### src/rwr_pkg.sv
// Shared types, constants and the sequencer control store of the reorder window receiver.
package rwr_pkg;

  localparam int unsigned MAGIC_W    = 16;
  localparam int unsigned SEQ_W      = 32;
  localparam int unsigned LEN_W      = 11;
  localparam int unsigned TIME_W     = 32;
  localparam int unsigned SLOT_OUT_W = 4;
  localparam int unsigned STEP_W     = 4;

  typedef enum logic [1:0] {
    KIND_DELIVER = 2'd0,
    KIND_STORE   = 2'd1,
    KIND_DRAIN   = 2'd2,
    KIND_ACK     = 2'd3
  } rwr_kind_e;

  typedef struct packed {
    logic [MAGIC_W-1:0] magic;
    logic               checksum_ok;
    logic [SEQ_W-1:0]   sequence_req;
    logic [LEN_W-1:0]   payload_length;
    logic               end_of_file;
    logic [TIME_W-1:0]  timestamp;
  } rwr_in_t;

  typedef struct packed {
    rwr_kind_e             kind;
    logic [SEQ_W-1:0]      packet_sequence;
    logic [SLOT_OUT_W-1:0] slot;
    logic [LEN_W-1:0]      length;
    logic [SEQ_W-1:0]      ack_number;
    logic                  ack_eof;
    logic [TIME_W-1:0]     ack_time;
    logic                  last;
  } rwr_out_t;

  // Jump conditions of the sequencer.
  typedef enum logic [2:0] {
    C_NEVER     = 3'd0,
    C_ALWAYS    = 3'd1,
    C_NO_IN     = 3'd2,
    C_DROP      = 3'd3,
    C_MISS      = 3'd4,
    C_DRAIN_END = 3'd5,
    C_NO_STORE  = 3'd6
  } rwr_cond_e;

  typedef logic [STEP_W-1:0] step_t;

  localparam step_t ST_FETCH = 4'd0;
  localparam step_t ST_CHECK = 4'd1;
  localparam step_t ST_MATCH = 4'd2;
  localparam step_t ST_DLV   = 4'd3;
  localparam step_t ST_PEEK  = 4'd4;
  localparam step_t ST_DRAIN = 4'd5;
  localparam step_t ST_WIN   = 4'd6;
  localparam step_t ST_TEST  = 4'd7;
  localparam step_t ST_STORE = 4'd8;
  localparam step_t ST_ACK   = 4'd9;

  typedef struct packed {
    logic      accept;    // take an input transfer
    logic      emit;      // load one result into the output register
    rwr_kind_e kind;
    logic      ne_inc;    // advance the expected sequence
    logic      clr_valid; // free the slot of the expected sequence
    logic      set_valid; // fill the slot computed for a packet ahead
    logic      ld_ahead;
    logic      ld_slot;
    logic      set_fin;   // latch finished when the packet carries eof
    logic      guard_clr;
    rwr_cond_e cond;
    step_t     target;
  } rwr_ctrl_t;

  // Control store: a condition that holds jumps to target, else fall through.
  function automatic rwr_ctrl_t rwr_rom(input step_t step);
    rwr_ctrl_t c;
    c = rwr_ctrl_t'('0);
    c.kind   = KIND_DELIVER;
    c.cond   = C_NEVER;
    c.target = ST_FETCH;
    unique case (step)
      ST_FETCH: begin
        c.accept = 1'b1;
        c.cond   = C_NO_IN;
        c.target = ST_FETCH;
      end
      ST_CHECK: begin
        c.cond   = C_DROP;
        c.target = ST_FETCH;
      end
      ST_MATCH: begin
        c.ld_ahead = 1'b1;
        c.cond     = C_MISS;
        c.target   = ST_WIN;
      end
      ST_DLV: begin
        c.emit      = 1'b1;
        c.kind      = KIND_DELIVER;
        c.ne_inc    = 1'b1;
        c.guard_clr = 1'b1;
      end
      ST_PEEK: begin
        c.cond   = C_DRAIN_END;
        c.target = ST_ACK;
      end
      ST_DRAIN: begin
        c.emit      = 1'b1;
        c.kind      = KIND_DRAIN;
        c.ne_inc    = 1'b1;
        c.clr_valid = 1'b1;
        c.cond      = C_ALWAYS;
        c.target    = ST_PEEK;
      end
      ST_WIN: begin
        c.ld_slot = 1'b1;
      end
      ST_TEST: begin
        c.cond   = C_NO_STORE;
        c.target = ST_ACK;
      end
      ST_STORE: begin
        c.emit      = 1'b1;
        c.kind      = KIND_STORE;
        c.set_valid = 1'b1;
      end
      ST_ACK: begin
        c.emit    = 1'b1;
        c.kind    = KIND_ACK;
        c.set_fin = 1'b1;
        c.cond    = C_ALWAYS;
        c.target  = ST_FETCH;
      end
      default: begin
        c.cond   = C_ALWAYS;
        c.target = ST_FETCH;
      end
    endcase
    return c;
  endfunction

endpackage

### src/rwr_in_if.sv
// Valid/ready channel carrying one arriving packet descriptor.
interface rwr_in_if import rwr_pkg::*; ();
  logic    valid;
  logic    ready;
  rwr_in_t data;

  modport source (output valid, output data, input ready);
  modport sink   (input valid, input data, output ready);
endinterface

### src/rwr_out_if.sv
// Valid/ready channel carrying one result item.
interface rwr_out_if import rwr_pkg::*; ();
  logic     valid;
  logic     ready;
  rwr_out_t data;

  modport source (output valid, output data, input ready);
  modport sink   (input valid, input data, output ready);
endinterface

### src/rwr_ram.sv
// Generic single-write, single-read RAM with registered read data.
module rwr_ram #(
  parameter int unsigned WIDTH = 11,
  parameter int unsigned DEPTH = 16
) (
  input  logic                     clk_i,
  input  logic                     we_i,
  input  logic [$clog2(DEPTH)-1:0] waddr_i,
  input  logic [WIDTH-1:0]         wdata_i,
  input  logic [$clog2(DEPTH)-1:0] raddr_i,
  output logic [WIDTH-1:0]         rdata_o
);

  logic [WIDTH-1:0] mem_q [DEPTH];
  logic [WIDTH-1:0] rdata_q;

  always_ff @(posedge clk_i) begin
    if (we_i) begin
      mem_q[waddr_i] <= wdata_i;
    end
    rdata_q <= mem_q[raddr_i];
  end

  assign rdata_o = rdata_q;

endmodule

### src/reorder_window_receiver.sv
// Reorder window receiver: selective-repeat receive side run by a microcoded sequencer.
// Steps: an in-order packet passes the check and match steps, then its delivery enters the
//   output register; one ahead of or outside the window adds the window and test steps.
// A descriptor is taken only in the fetch step, so the next waits until the last is done;
//   an in-order one then drains the buffered run; the peek/drain step pair that shares the
//   slot valid check and the single read port of the length RAM sets the per-slot cost.
// Reset (rst_ni low, asynchronous): expected sequence 1, all slot valid bits clear,
//   finished clear, magic register 0; no clearing pass, the length RAM is not reset.
module reorder_window_receiver import rwr_pkg::*; #(
  parameter int unsigned WINDOW_SLOTS = 16,
  parameter int unsigned MAX_PAYLOAD  = 1500
) (
  input  logic               clk_i,
  input  logic               rst_ni,
  input  logic               cfg_we_i,
  input  logic [MAGIC_W-1:0] cfg_wdata_i,
  rwr_in_if.sink             in_i,
  rwr_out_if.source          out_o
);

  localparam int unsigned SLOT_W = $clog2(WINDOW_SLOTS);
  localparam logic [SLOT_W-1:0] SLOT_LAST = SLOT_W'(WINDOW_SLOTS - 1);
  localparam logic [SLOT_W:0]   WIN_SUM   = (SLOT_W + 1)'(WINDOW_SLOTS);
  localparam logic [SEQ_W-1:0]  AHEAD_MAX = SEQ_W'(WINDOW_SLOTS - 1);
  localparam logic [SEQ_W-1:0]  WIN_SEQ   = SEQ_W'(WINDOW_SLOTS);
  localparam logic [SEQ_W-1:0]  SEQ_TOP   = '1;
  localparam logic [LEN_W-1:0]  LEN_MAX   = LEN_W'(MAX_PAYLOAD);

  // Sequencer
  step_t     step_q, step_d;
  rwr_ctrl_t ctrl;
  logic      in_xfer;
  logic      out_free;
  logic      fire;
  logic      cond_hit;

  // Control state
  logic [MAGIC_W-1:0]      cfg_magic_q;
  logic [SEQ_W-1:0]        ne_q;       // next expected sequence
  logic [SLOT_W-1:0]       ne_slot_q;  // next expected sequence mod window
  logic [WINDOW_SLOTS-1:0] valid_q;
  logic                    finished_q;
  logic                    out_valid_q;

  // Captured descriptor and scratch registers
  logic [MAGIC_W-1:0] magic_q;
  logic               csum_q;
  logic [SEQ_W-1:0]   seq_q;
  logic [LEN_W-1:0]   len_q;
  logic               eof_q;
  logic [TIME_W-1:0]  ts_q;
  logic [SEQ_W-1:0]   ahead_q;
  logic [SLOT_W-1:0]  s_q, s_d;
  logic               inwin_q, inwin_d;
  logic [SLOT_W-1:0]  guard_q;
  logic [SLOT_W:0]    slot_sum;
  logic [SLOT_W:0]    slot_wrap;
  rwr_out_t           out_q, emit_data;

  logic [LEN_W-1:0]   ram_rdata;
  logic               ram_we;
  logic [LEN_W-1:0]   len_sat;

  assign ctrl        = rwr_rom(step_q);
  assign in_i.ready  = ctrl.accept;
  assign in_xfer     = in_i.valid && in_i.ready;
  // The output register takes a new result when empty or drained this cycle.
  assign out_free    = !out_valid_q || out_o.ready;
  assign fire        = !ctrl.emit || out_free;
  assign ram_we      = fire && ctrl.set_valid;
  assign out_o.valid = out_valid_q;
  assign out_o.data  = out_q;

  // Clamp oversized payloads to what the receive buffer holds.
  assign len_sat = (in_i.data.payload_length > LEN_MAX) ? LEN_MAX
                                                         : in_i.data.payload_length;

  always_comb begin
    case (ctrl.cond)
      C_NEVER:     cond_hit = 1'b0;
      C_ALWAYS:    cond_hit = 1'b1;
      C_NO_IN:     cond_hit = !in_xfer;
      C_DROP:      cond_hit = finished_q || (magic_q != cfg_magic_q) || !csum_q;
      C_MISS:      cond_hit = (seq_q != ne_q);
      C_DRAIN_END: cond_hit = !valid_q[ne_slot_q] || (guard_q == SLOT_LAST);
      C_NO_STORE:  cond_hit = !inwin_q || valid_q[s_q];
      default:     cond_hit = 1'b1;
    endcase

    step_d = step_q;
    if (fire) begin
      step_d = cond_hit ? ctrl.target : step_t'(step_q + 1'b1);
    end
  end

  // Slot of a packet ahead: small sequences map to themselves (this also covers the
  // 32-bit wrap); otherwise add the distance to the expected slot, wrapping once.
  always_comb begin
    slot_sum  = {1'b0, ne_slot_q} + {1'b0, ahead_q[SLOT_W-1:0]};
    slot_wrap = (slot_sum >= WIN_SUM) ? slot_sum - WIN_SUM : slot_sum;
    s_d       = (seq_q < WIN_SEQ) ? seq_q[SLOT_W-1:0] : slot_wrap[SLOT_W-1:0];
    inwin_d   = (ahead_q != '0) && (ahead_q <= AHEAD_MAX);
  end

  // Assemble the result for the current emit step; unused fields stay zero.
  always_comb begin
    emit_data      = rwr_out_t'('0);
    emit_data.kind = ctrl.kind;
    case (ctrl.kind)
      KIND_DELIVER: begin
        emit_data.packet_sequence = seq_q;
        emit_data.length          = len_q;
      end
      KIND_STORE: begin
        emit_data.packet_sequence = seq_q;
        emit_data.slot            = SLOT_OUT_W'(s_q);
        emit_data.length          = len_q;
      end
      KIND_DRAIN: begin
        emit_data.packet_sequence = ne_q;
        emit_data.slot            = SLOT_OUT_W'(ne_slot_q);
        emit_data.length          = ram_rdata;
      end
      KIND_ACK: begin
        emit_data.ack_number = ne_q - 1'b1;
        emit_data.ack_eof    = eof_q;
        emit_data.ack_time   = ts_q;
        emit_data.last       = 1'b1;
      end
      default: ;
    endcase
  end

  // Step counter
  always_ff @(posedge clk_i or negedge rst_ni) begin
    if (!rst_ni) begin
      step_q <= ST_FETCH;
    end else begin
      step_q <= step_d;
    end
  end

  // Control state: expected sequence, slot valid bits, finished flag, output valid
  always_ff @(posedge clk_i or negedge rst_ni) begin
    if (!rst_ni) begin
      cfg_magic_q <= '0;
      ne_q        <= SEQ_W'(1);
      ne_slot_q   <= SLOT_W'(1);
      valid_q     <= '0;
      finished_q  <= 1'b0;
      out_valid_q <= 1'b0;
    end else begin
      if (cfg_we_i) begin
        cfg_magic_q <= cfg_wdata_i;
      end
      if (fire && ctrl.ne_inc) begin
        ne_q <= ne_q + 1'b1;
        // Both counters wrap together at the top of the sequence space.
        if (ne_q == SEQ_TOP || ne_slot_q == SLOT_LAST) begin
          ne_slot_q <= '0;
        end else begin
          ne_slot_q <= ne_slot_q + 1'b1;
        end
      end
      if (fire && ctrl.clr_valid) begin
        valid_q[ne_slot_q] <= 1'b0;
      end
      if (fire && ctrl.set_valid) begin
        valid_q[s_q] <= 1'b1;
      end
      if (fire && ctrl.set_fin && eof_q) begin
        finished_q <= 1'b1;
      end
      if (fire && ctrl.emit) begin
        out_valid_q <= 1'b1;
      end else if (out_o.ready) begin
        out_valid_q <= 1'b0;
      end
    end
  end

  // Datapath registers
  always_ff @(posedge clk_i) begin
    if (in_xfer) begin
      magic_q <= in_i.data.magic;
      csum_q  <= in_i.data.checksum_ok;
      seq_q   <= in_i.data.sequence_req;
      len_q   <= len_sat;
      eof_q   <= in_i.data.end_of_file;
      ts_q    <= in_i.data.timestamp;
    end
    if (fire && ctrl.ld_ahead) begin
      ahead_q <= seq_q - ne_q;
    end
    if (fire && ctrl.ld_slot) begin
      s_q     <= s_d;
      inwin_q <= inwin_d;
    end
    if (fire && ctrl.guard_clr) begin
      guard_q <= '0;
    end else if (fire && ctrl.clr_valid) begin
      guard_q <= guard_q + 1'b1;
    end
    if (fire && ctrl.emit) begin
      out_q <= emit_data;
    end
  end

  // Buffered lengths; the read port always follows the expected slot.
  rwr_ram #(
    .WIDTH (LEN_W),
    .DEPTH (WINDOW_SLOTS)
  ) u_len_ram (
    .clk_i   (clk_i),
    .we_i    (ram_we),
    .waddr_i (s_q),
    .wdata_i (len_q),
    .raddr_i (ne_slot_q),
    .rdata_o (ram_rdata)
  );

  // A drain only ever releases a slot that holds a packet.
  a_drain_valid: assert property (@(posedge clk_i) disable iff (!rst_ni)
    (step_q == ST_DRAIN && fire) |-> valid_q[ne_slot_q])
    else $error("drain from an empty slot");

  // A store only ever fills an empty slot.
  a_store_empty: assert property (@(posedge clk_i) disable iff (!rst_ni)
    (step_q == ST_STORE && fire) |-> !valid_q[s_q])
    else $error("store into an occupied slot");

  // Once finished, no further result is produced.
  a_finished_quiet: assert property (@(posedge clk_i) disable iff (!rst_ni)
    finished_q |-> !(fire && ctrl.emit))
    else $error("result after end of file");

  // The acknowledgment closes every result group.
  a_ack_last: assert property (@(posedge clk_i) disable iff (!rst_ni)
    (fire && ctrl.emit) |=> (out_q.last == (out_q.kind == KIND_ACK)))
    else $error("last flag does not match acknowledgment");

endmodule

### src/flat_wrapper.sv
// flat-port wrapper written by rule: the top's interface ports become plain ports
module reorder_window_receiver_flat import rwr_pkg::*;
#(
  parameter int unsigned WINDOW_SLOTS = 16,
  parameter int unsigned MAX_PAYLOAD  = 1500
)
  (clk_i, rst_ni, cfg_we_i, cfg_wdata_i, in_i_valid, in_i_data, in_i_ready, out_o_valid, out_o_data, out_o_ready);
  rwr_in_if in_i_i ();
  rwr_out_if out_o_i ();
  input  logic clk_i;
  input  logic rst_ni;
  input  logic cfg_we_i;
  input  logic [MAGIC_W-1:0] cfg_wdata_i;
  input wire logic [$bits(in_i_i.valid)-1:0] in_i_valid;
  input wire logic [$bits(in_i_i.data)-1:0] in_i_data;
  output wire logic [$bits(in_i_i.ready)-1:0] in_i_ready;
  output wire logic [$bits(out_o_i.valid)-1:0] out_o_valid;
  output wire logic [$bits(out_o_i.data)-1:0] out_o_data;
  input wire logic [$bits(out_o_i.ready)-1:0] out_o_ready;
  assign in_i_i.valid = in_i_valid;
  assign in_i_i.data = in_i_data;
  assign in_i_ready = in_i_i.ready;
  assign out_o_valid = out_o_i.valid;
  assign out_o_data = out_o_i.data;
  assign out_o_i.ready = out_o_ready;
  reorder_window_receiver #(.WINDOW_SLOTS(WINDOW_SLOTS), .MAX_PAYLOAD(MAX_PAYLOAD)) u_core (.clk_i(clk_i), .rst_ni(rst_ni), .cfg_we_i(cfg_we_i), .cfg_wdata_i(cfg_wdata_i), .in_i(in_i_i), .out_o(out_o_i));
endmodule
### config.mk
export PLATFORM = sky130hd
export DESIGN_NAME = reorder_window_receiver_flat
export DESIGN_NICKNAME = d
export VERILOG_FILES = /design/src/rwr_pkg.sv /design/src/rwr_in_if.sv /design/src/rwr_out_if.sv /design/src/rwr_ram.sv /design/src/reorder_window_receiver.sv /design/src/flat_wrapper.sv
export SDC_FILE = /design/constraint.sdc
export NUM_CORES = 1
export LEC_CHECK = 0
export BUFFER_PORTS_ARGS = -buffer_cell sky130_fd_sc_hd__buf_2
export CORE_AREA = 3 3 255 257
export CTS_CLUSTER_SIZE = 28
export DETAILED_ROUTE_END_ITERATION = 8
export DIE_AREA = 0 0 258 260
export GPL_TIMING_DRIVEN = 0
export PLACE_DENSITY = 0.56
export SETUP_SLACK_MARGIN = 0.3
export SLEW_MARGIN = 20
export SYNTH_ARGS = -nofsm -noshare
export SYNTH_HDL_FRONTEND = slang
export SYNTH_SLANG_ARGS = --single-unit
### constraint.sdc
create_clock -name clk_i -period 9.7 [get_ports clk_i]
set_clock_uncertainty 0.05 [all_clocks]
set_input_delay 1.455 -clock clk_i [delete_from_list [all_inputs] [get_ports clk_i]]
set_output_delay 1.455 -clock clk_i [all_outputs]
set_load 0.005 [all_outputs]
==> flow_summary.yaml, run 1 <==
logic_synthesis:
  synth_top_area_frac: 0.574
  ys_ff_latch: 510
  synth_top_cell_by_area: "edfxtp_1"
  synth-edff-count: 421
  yosys-mux-area-fraction: 0.0781
  synth_xor_area_frac: 0.0397
  synth_fp_nets: 1671
  synth_area_leaders: "edfxtp_1 (57%), dfrtp_1 (8.2%), mux4_2 (6.4%)"
  yosys_warnings: 0
  synth_compound_area_frac: 0.0647
  synth_area_um2: 22000
  netlist_instances: 1507
  avgSynthCellArea_um2: 14.6
  synthAdderAreaFrac: 0.0291
  synth_simple_gate_area_share: 0.0932
  ys_async_sr_fraction: 0.145
  ys_seq_area_frac: 0.671
  yosys.cell_types.count: 74
  synth_ff_type: "edfxtp_1"
  synth_top_family_by_area: "simple AND/OR/NAND/NOR gates"
sta:
  rsz0062_at_grt: "false"
  hold_viol_final: 0
  finalMaxSlewViolations: 0
  worst_pin_slew_ns: 1.01
  final.min_clock_period_ns: 5.00
  finalSetupViolations: 0
  setup_ws_ns: 4.70
  holdWs_ns: 0.415
  max_freq_ghz: 0.200
  min_period_over_period: 0.515
  finalSetupTns_ns: 0
  relSlewSlack: 0.325
finish:
  drive_above_1_share: 0.245
  final_area_um2: 26500
  final_cell_mix: "edfxtp_1 (421), buf_2 (233), nor2_1 (112)"
  fin_util: 0.421
  final_common_cell: "edfxtp_1"
  fill_cells: 5787
  stdcell_count: 2704
  syn2layout_area_growth_pct: 20.2
  final_nets: 1972
  multi_input_area_um2: 6780
  seqCellArea_um2: 14800
placement:
  hpwl_mm: 41.9
  dp_slack_ns: 4.94
  placed_area_um2: 24500
  portBuffers: 229
  gp_congestion: 0.876
  placed_cells: 2596
power_and_ir_drop:
  power.density_nw_per_um2: 288
  total_power_mw: 7.63
  vdd_drop_max_mv: 0.144
  p_leak_nw: 9.65
floorplanning:
  dieArea_um2: 67100
  chipWidth_um: 258
  boundaryPins: 231
  coreArea_um2: 63000
  die_y_um: 260
  start_util: 0.350
  row_count: 92
drt:
  drtIter0Drc: 1188
  wl_mm: 57.2
  via_per_inst: 5.12
  vias: 13851
  drc: 0
  wl_per_cell_um: 21.1
  ant_nets: 0
  dr.pass1.iters: 5
cts:
  tritoncts: "built"
  clk_pin_slew_ns: 0.06
  clock-sinks: 510
  hold_buffers: 0
  cts_setup_buffers: 0
  cts-buffers-inserted: 56
  root_buffer: "clkbuf_16"
  clock_path_buffers: 3
  htreeDepth: 2
  cts.repair.resized: 0
  clock_latency_ns: 0.63
setup_path:
  timing.rr.start: "u_core.step_q[3]"
  critPathLaunchType: "flip-flop"
  cp-end-kind: "flip-flop"
  r2r-end: "u_core.out_o.data[72]"
  r2r_setup_slack_ns: 4.70
  critical_path_arrival_ns: 5.30
  r2r_cells: 12
  crit_fanout: 10
  cp_data_required_time_ns: 10.01
  worstSetupPathType: "flip-flop to flip-flop"
grt:
  grt_start_max_net_pins: 55
  grt_pass1_vias: 14122
  grt_usage: 0.168
  overflow: 0
  grt_pass1_wl_mm: 85.6
  antenna_found_initial: 4
job:
  cap_violations: 0
min_path:
  hp-class: "flip-flop to flip-flop"
  worstHoldStart: "u_core.finished_q"
  hold_depth: 1
  holdPathEnd: "u_core.finished_q"
run_status:
  status: "finished clean"
==> worst max-delay path, cell delays in order (launching register included) <==
cell,delay (ns)
dfrtp_1,0.32
clkbuf_1,0.27
nor2b_1,0.17
clkbuf_1,0.54
clkbuf_1,0.49
o21ai_0,0.45
inv_1,0.28
ha_1,0.27
or2_2,0.14
clkbuf_1,0.57
clkbuf_1,0.57
a22oi_1,0.14
nor2_1,0.47
==> logic make-up after synthesis <==
logic type | Yosys count
mux | 87
buf+inv | 137
compound gates | 219
flops | 510
xor+xnor | 100
fa+ha+maj | 50
simple gates | 404
==> final cells by class <==
| class | count | area share |
|---|---|---|
| inverters | 60 | 0.00869 |
| well taps | 846 | 0.0400 |
| diodes | 3 | 0.000283 |
| clock buffers | 68 | 0.0562 |
| plain buffers | 77 | 0.0114 |
| flip-flops and latches | 510 | 0.559 |
| multi-input cells | 860 | 0.256 |
| repair buffers | 243 | 0.0523 |
| clock inverters | 37 | 0.0165 |
==> layer usage <==
| metal | track usage | part of all wire | vias up |
|---|---|---|---|
| met1 | 0.220 | 0.42 | 6917 |
| met2 | 0.280 | 0.49 | 464 |
| met4 | 0.0633 | 0.033 | 0 |
| met5 | 0 | 0 | - |
| met3 | 0.0290 | 0.061 | 113 |
| li1 | - | - | 6357 |
==> state kept, by name (all words and copies together), names as in the netlist, 11 cells and up <==
| name | count |
|---|---|
| u_core.len_q | 11 |
| u_core.ts_q | 32 |
| u_core.cfg_magic_q | 16 |
| u_core.out_o.data | 115 |
| u_core.magic_q | 16 |
| u_core.ahead_q | 32 |
| u_core.seq_q | 32 |
| u_core.ne_q | 32 |
| u_core.u_len_ram.rdata_o | 11 |
| u_core.valid_q | 16 |
| u_core.u_len_ram.mem_q | 176 |
==> report_power, final <==
group	switching [mW]	internal [mW]	total, mW	leakage [nW]
Combinational	1.32	0.895	2.22	3.79
Sequential	0.222	3.01	3.23	4.92
Clock	0.893	1.29	2.18	0.936
Total	2.44	5.20	7.63	9.65
==> Yosys cell counts, types with 7 or more instances <==
library cell,instances
dfxtp_1,15
a22oi_1,47
ha_1,48
o21ai_0,60
clkbuf_1,68
nor3_1,30
nor4_1,27
and3_1,39
mux2_2,20
mux4_2,63
a21oi_1,45
inv_1,59
or3_1,7
nor2b_1,17
edfxtp_1,421
dfrtp_1,72
o31ai_1,7
nand3_1,27
nand4_1,31
a21o_1,12
nor2_1,124
xnor2_1,76
nand2b_1,21
nand2_1,53
xor2_1,24
==> how the worst max path moves through the flow <==
stage,from,to,slack (ns)
final,u_core.step_q[3],u_core.out_o.data[72],4.70
after global routing,u_core.step_q[3],u_core.out_o.data[74],4.51
after CTS,u_core.step_q[3],u_core.out_o.data[83],4.90
after detailed placement,u_core.step_q[3],u_core.out_o.data[83],4.94
after global placement,out_o_ready,u_core.out_o.data[3],0.01
after floorplan,out_o_ready,u_core.out_o.data[0],2.78
Note: power is estimated with default switching activity, not from simulation.
==> inputs of run 2 (changes only) <==
==> constraint.sdc (replaced) <==
create_clock -name clk_i -period 4.9 [get_ports clk_i]
set_clock_uncertainty 0.05 [all_clocks]
set_input_delay 0.735 -clock clk_i [delete_from_list [all_inputs] [get_ports clk_i]]
set_output_delay 0.735 -clock clk_i [all_outputs]
set_load 0.005 [all_outputs]
==> flow_summary.yaml, run 2 (synthesis results as in run 1) <==
run_status:
  status: "finished clean"
sta:
  rsz0062_at_grt: "false"
  max_freq_ghz: 0.238
  finalMaxSlewViolations: 0
  worst_pin_slew_ns: 1.03
  final.min_clock_period_ns: 4.20
  relSlewSlack: 0.308
  hold_viol_final: 0
  finalSetupViolations: 0
  min_period_over_period: 0.858
  holdWs_ns: 0.234
  finalSetupTns_ns: 0
cts:
  clock_path_buffers: 3
  clock-sinks: 510
  clk_pin_slew_ns: 0.06
  tritoncts: "built"
  root_buffer: "clkbuf_16"
  cts-buffers-inserted: 55
  clock_latency_ns: 0.62
  htreeDepth: 2
setup_path:
  cp-end-kind: "flip-flop"
  cp_data_required_time_ns: 5.22
  max_stage_delay_ns: 0.58
  worstSetupPathType: "flip-flop to flip-flop"
  critPathTopFamily: "buffers and inverters"
  crit_fanout: 10
  critPathLaunchType: "flip-flop"
  slowest_stage: "clkbuf_1"
  critPathBufInv: 5
  path_cells: "inv_1 -> ha_1 -> clkbuf_1 -> o21ai_0 -> inv_1 -> ha_1 -> clkbuf_2 -> clkbuf_1 -> a22oi_1 -> nor2_1"
  critical_path_arrival_ns: 4.53
power_and_ir_drop:
  power.density_nw_per_um2: 575
  vdd_drop_max_mv: 0.266
  p_leak_nw: 9.73
  total_power_mw: 15.3
placement:
  placed_cells: 2596
  hpwl_mm: 42.5
  gp_congestion: 0.864
  portBuffers: 229
  placed_area_um2: 24500
floorplanning:
  boundaryPins: 231
  chipWidth_um: 258
  start_util: 0.350
  coreArea_um2: 63000
  die_y_um: 260
  dieArea_um2: 67100
  row_count: 92
finish:
  final_cell_mix: "edfxtp_1 (421), buf_2 (233), nor2_1 (112)"
  final_nets: 1972
  final_common_cell: "edfxtp_1"
  syn2layout_area_growth_pct: 20.6
  diodes: 0
  top_register: "u_core.u_len_ram.mem_q"
  final_area_um2: 26600
  drive_above_1_share: 0.252
  fill_cells: 5759
  stdcell_count: 2701
  largest_register_ffs: 176
drt:
  wl_mm: 57.8
  drtIter0Drc: 998
  via_per_inst: 5.11
  drc: 0
  vias: 13798
  wl_per_cell_um: 21.4
  ant_nets: 0
  dr.pass1.iters: 5
min_path:
  hp-class: "input port to flip-flop"
grt:
  grt_usage: 0.169
  antenna_found_initial: 1
  grt_pass1_vias: 14060
  overflow: 0
  grt_start_max_net_pins: 66
  grt_pass1_wl_mm: 85.7
job:
  cap_violations: 0
run 2: routing by layer:
layer / GRT usage / wire (µm) / up-vias
li1: - / - / 6338
met1: 0.222 / 24900 / 6976
met2: 0.285 / 28500 / 385
met3: 0.0300 / 2940 / 99
met4: 0.0509 / 1560 / 0
met5: 0 / 0 / -
run 2: worst paths after layout:
kind                                        start               endpoint  slack, ns  depth (start not counted)
min in group asynchronous                  rst_ni        u_core.ne_q[14]       0.59                          2
worst max-delay path             u_core.step_q[1]  u_core.out_o.data[74]       0.70                         10
max in group asynchronous                  rst_ni         u_core.ne_q[0]       3.54                          3
worst min-delay path                in_i_data[75]       u_core.seq_q[31]       0.23                          1
worst max register to register   u_core.step_q[1]  u_core.out_o.data[74]       0.70                         10
worst min register to register  u_core.finished_q      u_core.finished_q       0.41                          1
run 2: area by class of cell:
| cell class | instances | area, µm² | area share |
|---|---|---|---|
| buffer | 77 | 312 | 0.0117 |
| clock buffer | 56 | 1380 | 0.0519 |
| clock inverter | 48 | 611 | 0.0230 |
| inverter | 60 | 230 | 0.00866 |
| multi-input combinational | 860 | 6790 | 0.255 |
| sequential | 510 | 14800 | 0.557 |
| tap | 846 | 1060 | 0.0398 |
| timing repair buffer | 244 | 1400 | 0.0528 |
run 2: what timing repair did:
item	4_1_cts	5_1_grt
endpoints found under the hold margin	7	0
hold buffers	1	0
endpoints found under the setup margin	5	13
gates resized for setup	2	10
buffers inserted	0	0
run 2: power breakdown:
group,switching [mW],internal [mW],total [mW]
registers,0.440,5.96,6.40
clock network,1.79,2.71,4.50
logic,2.60,1.78,4.38
run 2: per-stage QoR:
step	setup slack [ns]	util
finish	0.697	0.422
global route	0.369	0.422
CTS	0.346	0.422
detailed placement	0.244	0.390
global placement	-0.361	0.385
floorplan	0.755	-
==> inputs of run 3 (changes only) <==
--- a/config.mk
+++ b/config.mk
@@ -11,7 +11,7 @@
 export DETAILED_ROUTE_END_ITERATION = 8
 export DIE_AREA = 0 0 258 260
 export GPL_TIMING_DRIVEN = 0
-export PLACE_DENSITY = 0.56
+export PLACE_DENSITY = 0.6
 export SETUP_SLACK_MARGIN = 0.3
 export SLEW_MARGIN = 20
 export SYNTH_ARGS = -nofsm -noshare
==> flow_summary.yaml, run 3 (synthesis results as in run 1) <==
run_status:
  status: "finished clean"
sta:
  rsz0062_at_grt: "false"
  setup_ws_ns: 0.652
  min_period_over_period: 0.867
  finalMaxSlewViolations: 0
  finalSetupViolations: 0
  holdWs_ns: 0.227
  hold_viol_final: 0
  relSlewSlack: 0.292
  max_freq_ghz: 0.235
  worst_pin_slew_ns: 1.06
  final.min_clock_period_ns: 4.25
power_and_ir_drop:
  power.density_nw_per_um2: 564
  vdd_drop_max_mv: 0.328
  total_power_mw: 14.8
  p_leak_nw: 9.58
finish:
  top_register: "u_core.u_len_ram.mem_q"
  final_nets: 1971
  syn2layout_area_growth_pct: 19.4
  final_common_cell: "edfxtp_1"
  final_area_um2: 26300
  final_cell_mix: "edfxtp_1 (421), buf_2 (233), nor2_1 (118)"
  largest_register_ffs: 176
  fin_util: 0.418
  fill_cells: 5789
  diodes: 0
  drive_above_1_share: 0.243
placement:
  portBuffers: 229
  gp_congestion: 0.859
  dp_slack_ns: 0.104
  placed_area_um2: 24500
  hpwl_mm: 42.6
cts:
  cts_setup_buffers: 0
  clock_path_buffers: 3
  htreeDepth: 2
  clock-sinks: 510
  tritoncts: "built"
  clk_pin_slew_ns: 0.06
  cts-buffers-inserted: 55
  clock_latency_ns: 0.63
  root_buffer: "clkbuf_16"
drt:
  ant_nets: 0
  drc: 0
  vias: 13938
  dr.pass1.iters: 7
  via_per_inst: 5.16
  wl_per_cell_um: 21.4
  drtIter0Drc: 1157
  wl_mm: 57.9
grt:
  grt_pass1_vias: 14098
  grt_start_max_net_pins: 62
  overflow: 0
  grt_pass1_wl_mm: 86.8
  grt_usage: 0.170
  antenna_found_initial: 2
floorplanning:
  die_y_um: 260
  chipWidth_um: 258
  boundaryPins: 231
  coreArea_um2: 63000
  row_count: 92
  dieArea_um2: 67100
  start_util: 0.350
setup_path:
  cp-end-kind: "flip-flop"
  worstSetupPathType: "flip-flop to flip-flop"
  critPathLaunchType: "flip-flop"
  critical_path_arrival_ns: 4.51
  crit_fanout: 10
  cp_data_required_time_ns: 5.16
min_path:
  hp-class: "input port to flip-flop"
job:
  cap_violations: 0
-- run 3: changes by cell type in the layout (fill, tap and decap cells not counted), sizes merged --
cell,previous run,this run
clkbuf,124,135
bufinv,12,3
clkinv,32,24
clkinvlp,1,7
inv,63,61
clkdlybuf4s15,0,1
-- run 3: metal layers --
layer | up-vias | routed length [µm] | global-route usage
met1 | 6995 | 24700 | 0.230
met4 | 2 | 1490 | 0.0539
met5 | - | 92 | 0.0102
met2 | 497 | 27700 | 0.276
met3 | 110 | 3920 | 0.0324
li1 | 6334 | - | -
-- run 3: final timing paths --
kind                                         end         startpoint  depth (start not counted)  slack, ns
hold / removal                   u_core.ts_q[17]      in_i_data[17]                          1       0.23
setup / recovery           u_core.out_o.data[81]   u_core.step_q[3]                         10       0.65
max in group asynchronous    u_core.ne_slot_q[0]             rst_ni                          3       3.54
hold reg to reg                u_core.finished_q  u_core.finished_q                          1       0.42
setup reg to reg           u_core.out_o.data[81]   u_core.step_q[3]                         10       0.65
min in group asynchronous        u_core.ne_q[17]             rst_ni                          2       0.57
-- run 3: area by class of cell --
type                       instances  area, µm²  area share
timing repair buffer             244       1390      0.0528
sequential                       510      14800       0.562
clock buffer                      69       1440      0.0547
buffer                            76        310      0.0118
clock inverter                    35        330      0.0126
inverter                          60        230     0.00875
tap                              846       1060      0.0402
multi-input combinational        860       6760       0.257
-- run 3: timing repair --
action | 4_1_cts | 5_1_grt
pin swaps | 0 | 0
hold buffers | 1 | 0
endpoints found under the setup margin | 9 | 5
endpoints found under the hold margin | 16 | 0
resized for setup | 2 | 6
-- run 3: through the flow --
stage / instances / TNS (ns)
6_report: 2700 / 0
5_1_grt: 2700 / 0
4_1_cts: 2700 / 0
3_5_place_dp: 2596 / 0
3_3_place_gp: 2582 / -30.12
2_1_floorplan: 1507 / 0
-- run 3: critical path, cell delays in order (launching register included) --
cell and delay [ns]:
dfrtp_1 0.32, clkbuf_1 0.26, nor2b_1 0.17, clkbuf_2 0.32, clkbuf_1 0.45, o21ai_0 0.42, ha_1 0.42, clkdlybuf4s15_1 0.60
clkbuf_2 0.48, a22oi_1 0.27, nor2_1 0.15
-- run 3: power breakdown --
part	leakage (nW)	total, mW	switching (mW)	internal [mW]
logic	3.81	4.37	2.60	1.77
registers	4.92	6.42	0.462	5.96
clock network	0.847	4.05	1.78	2.27
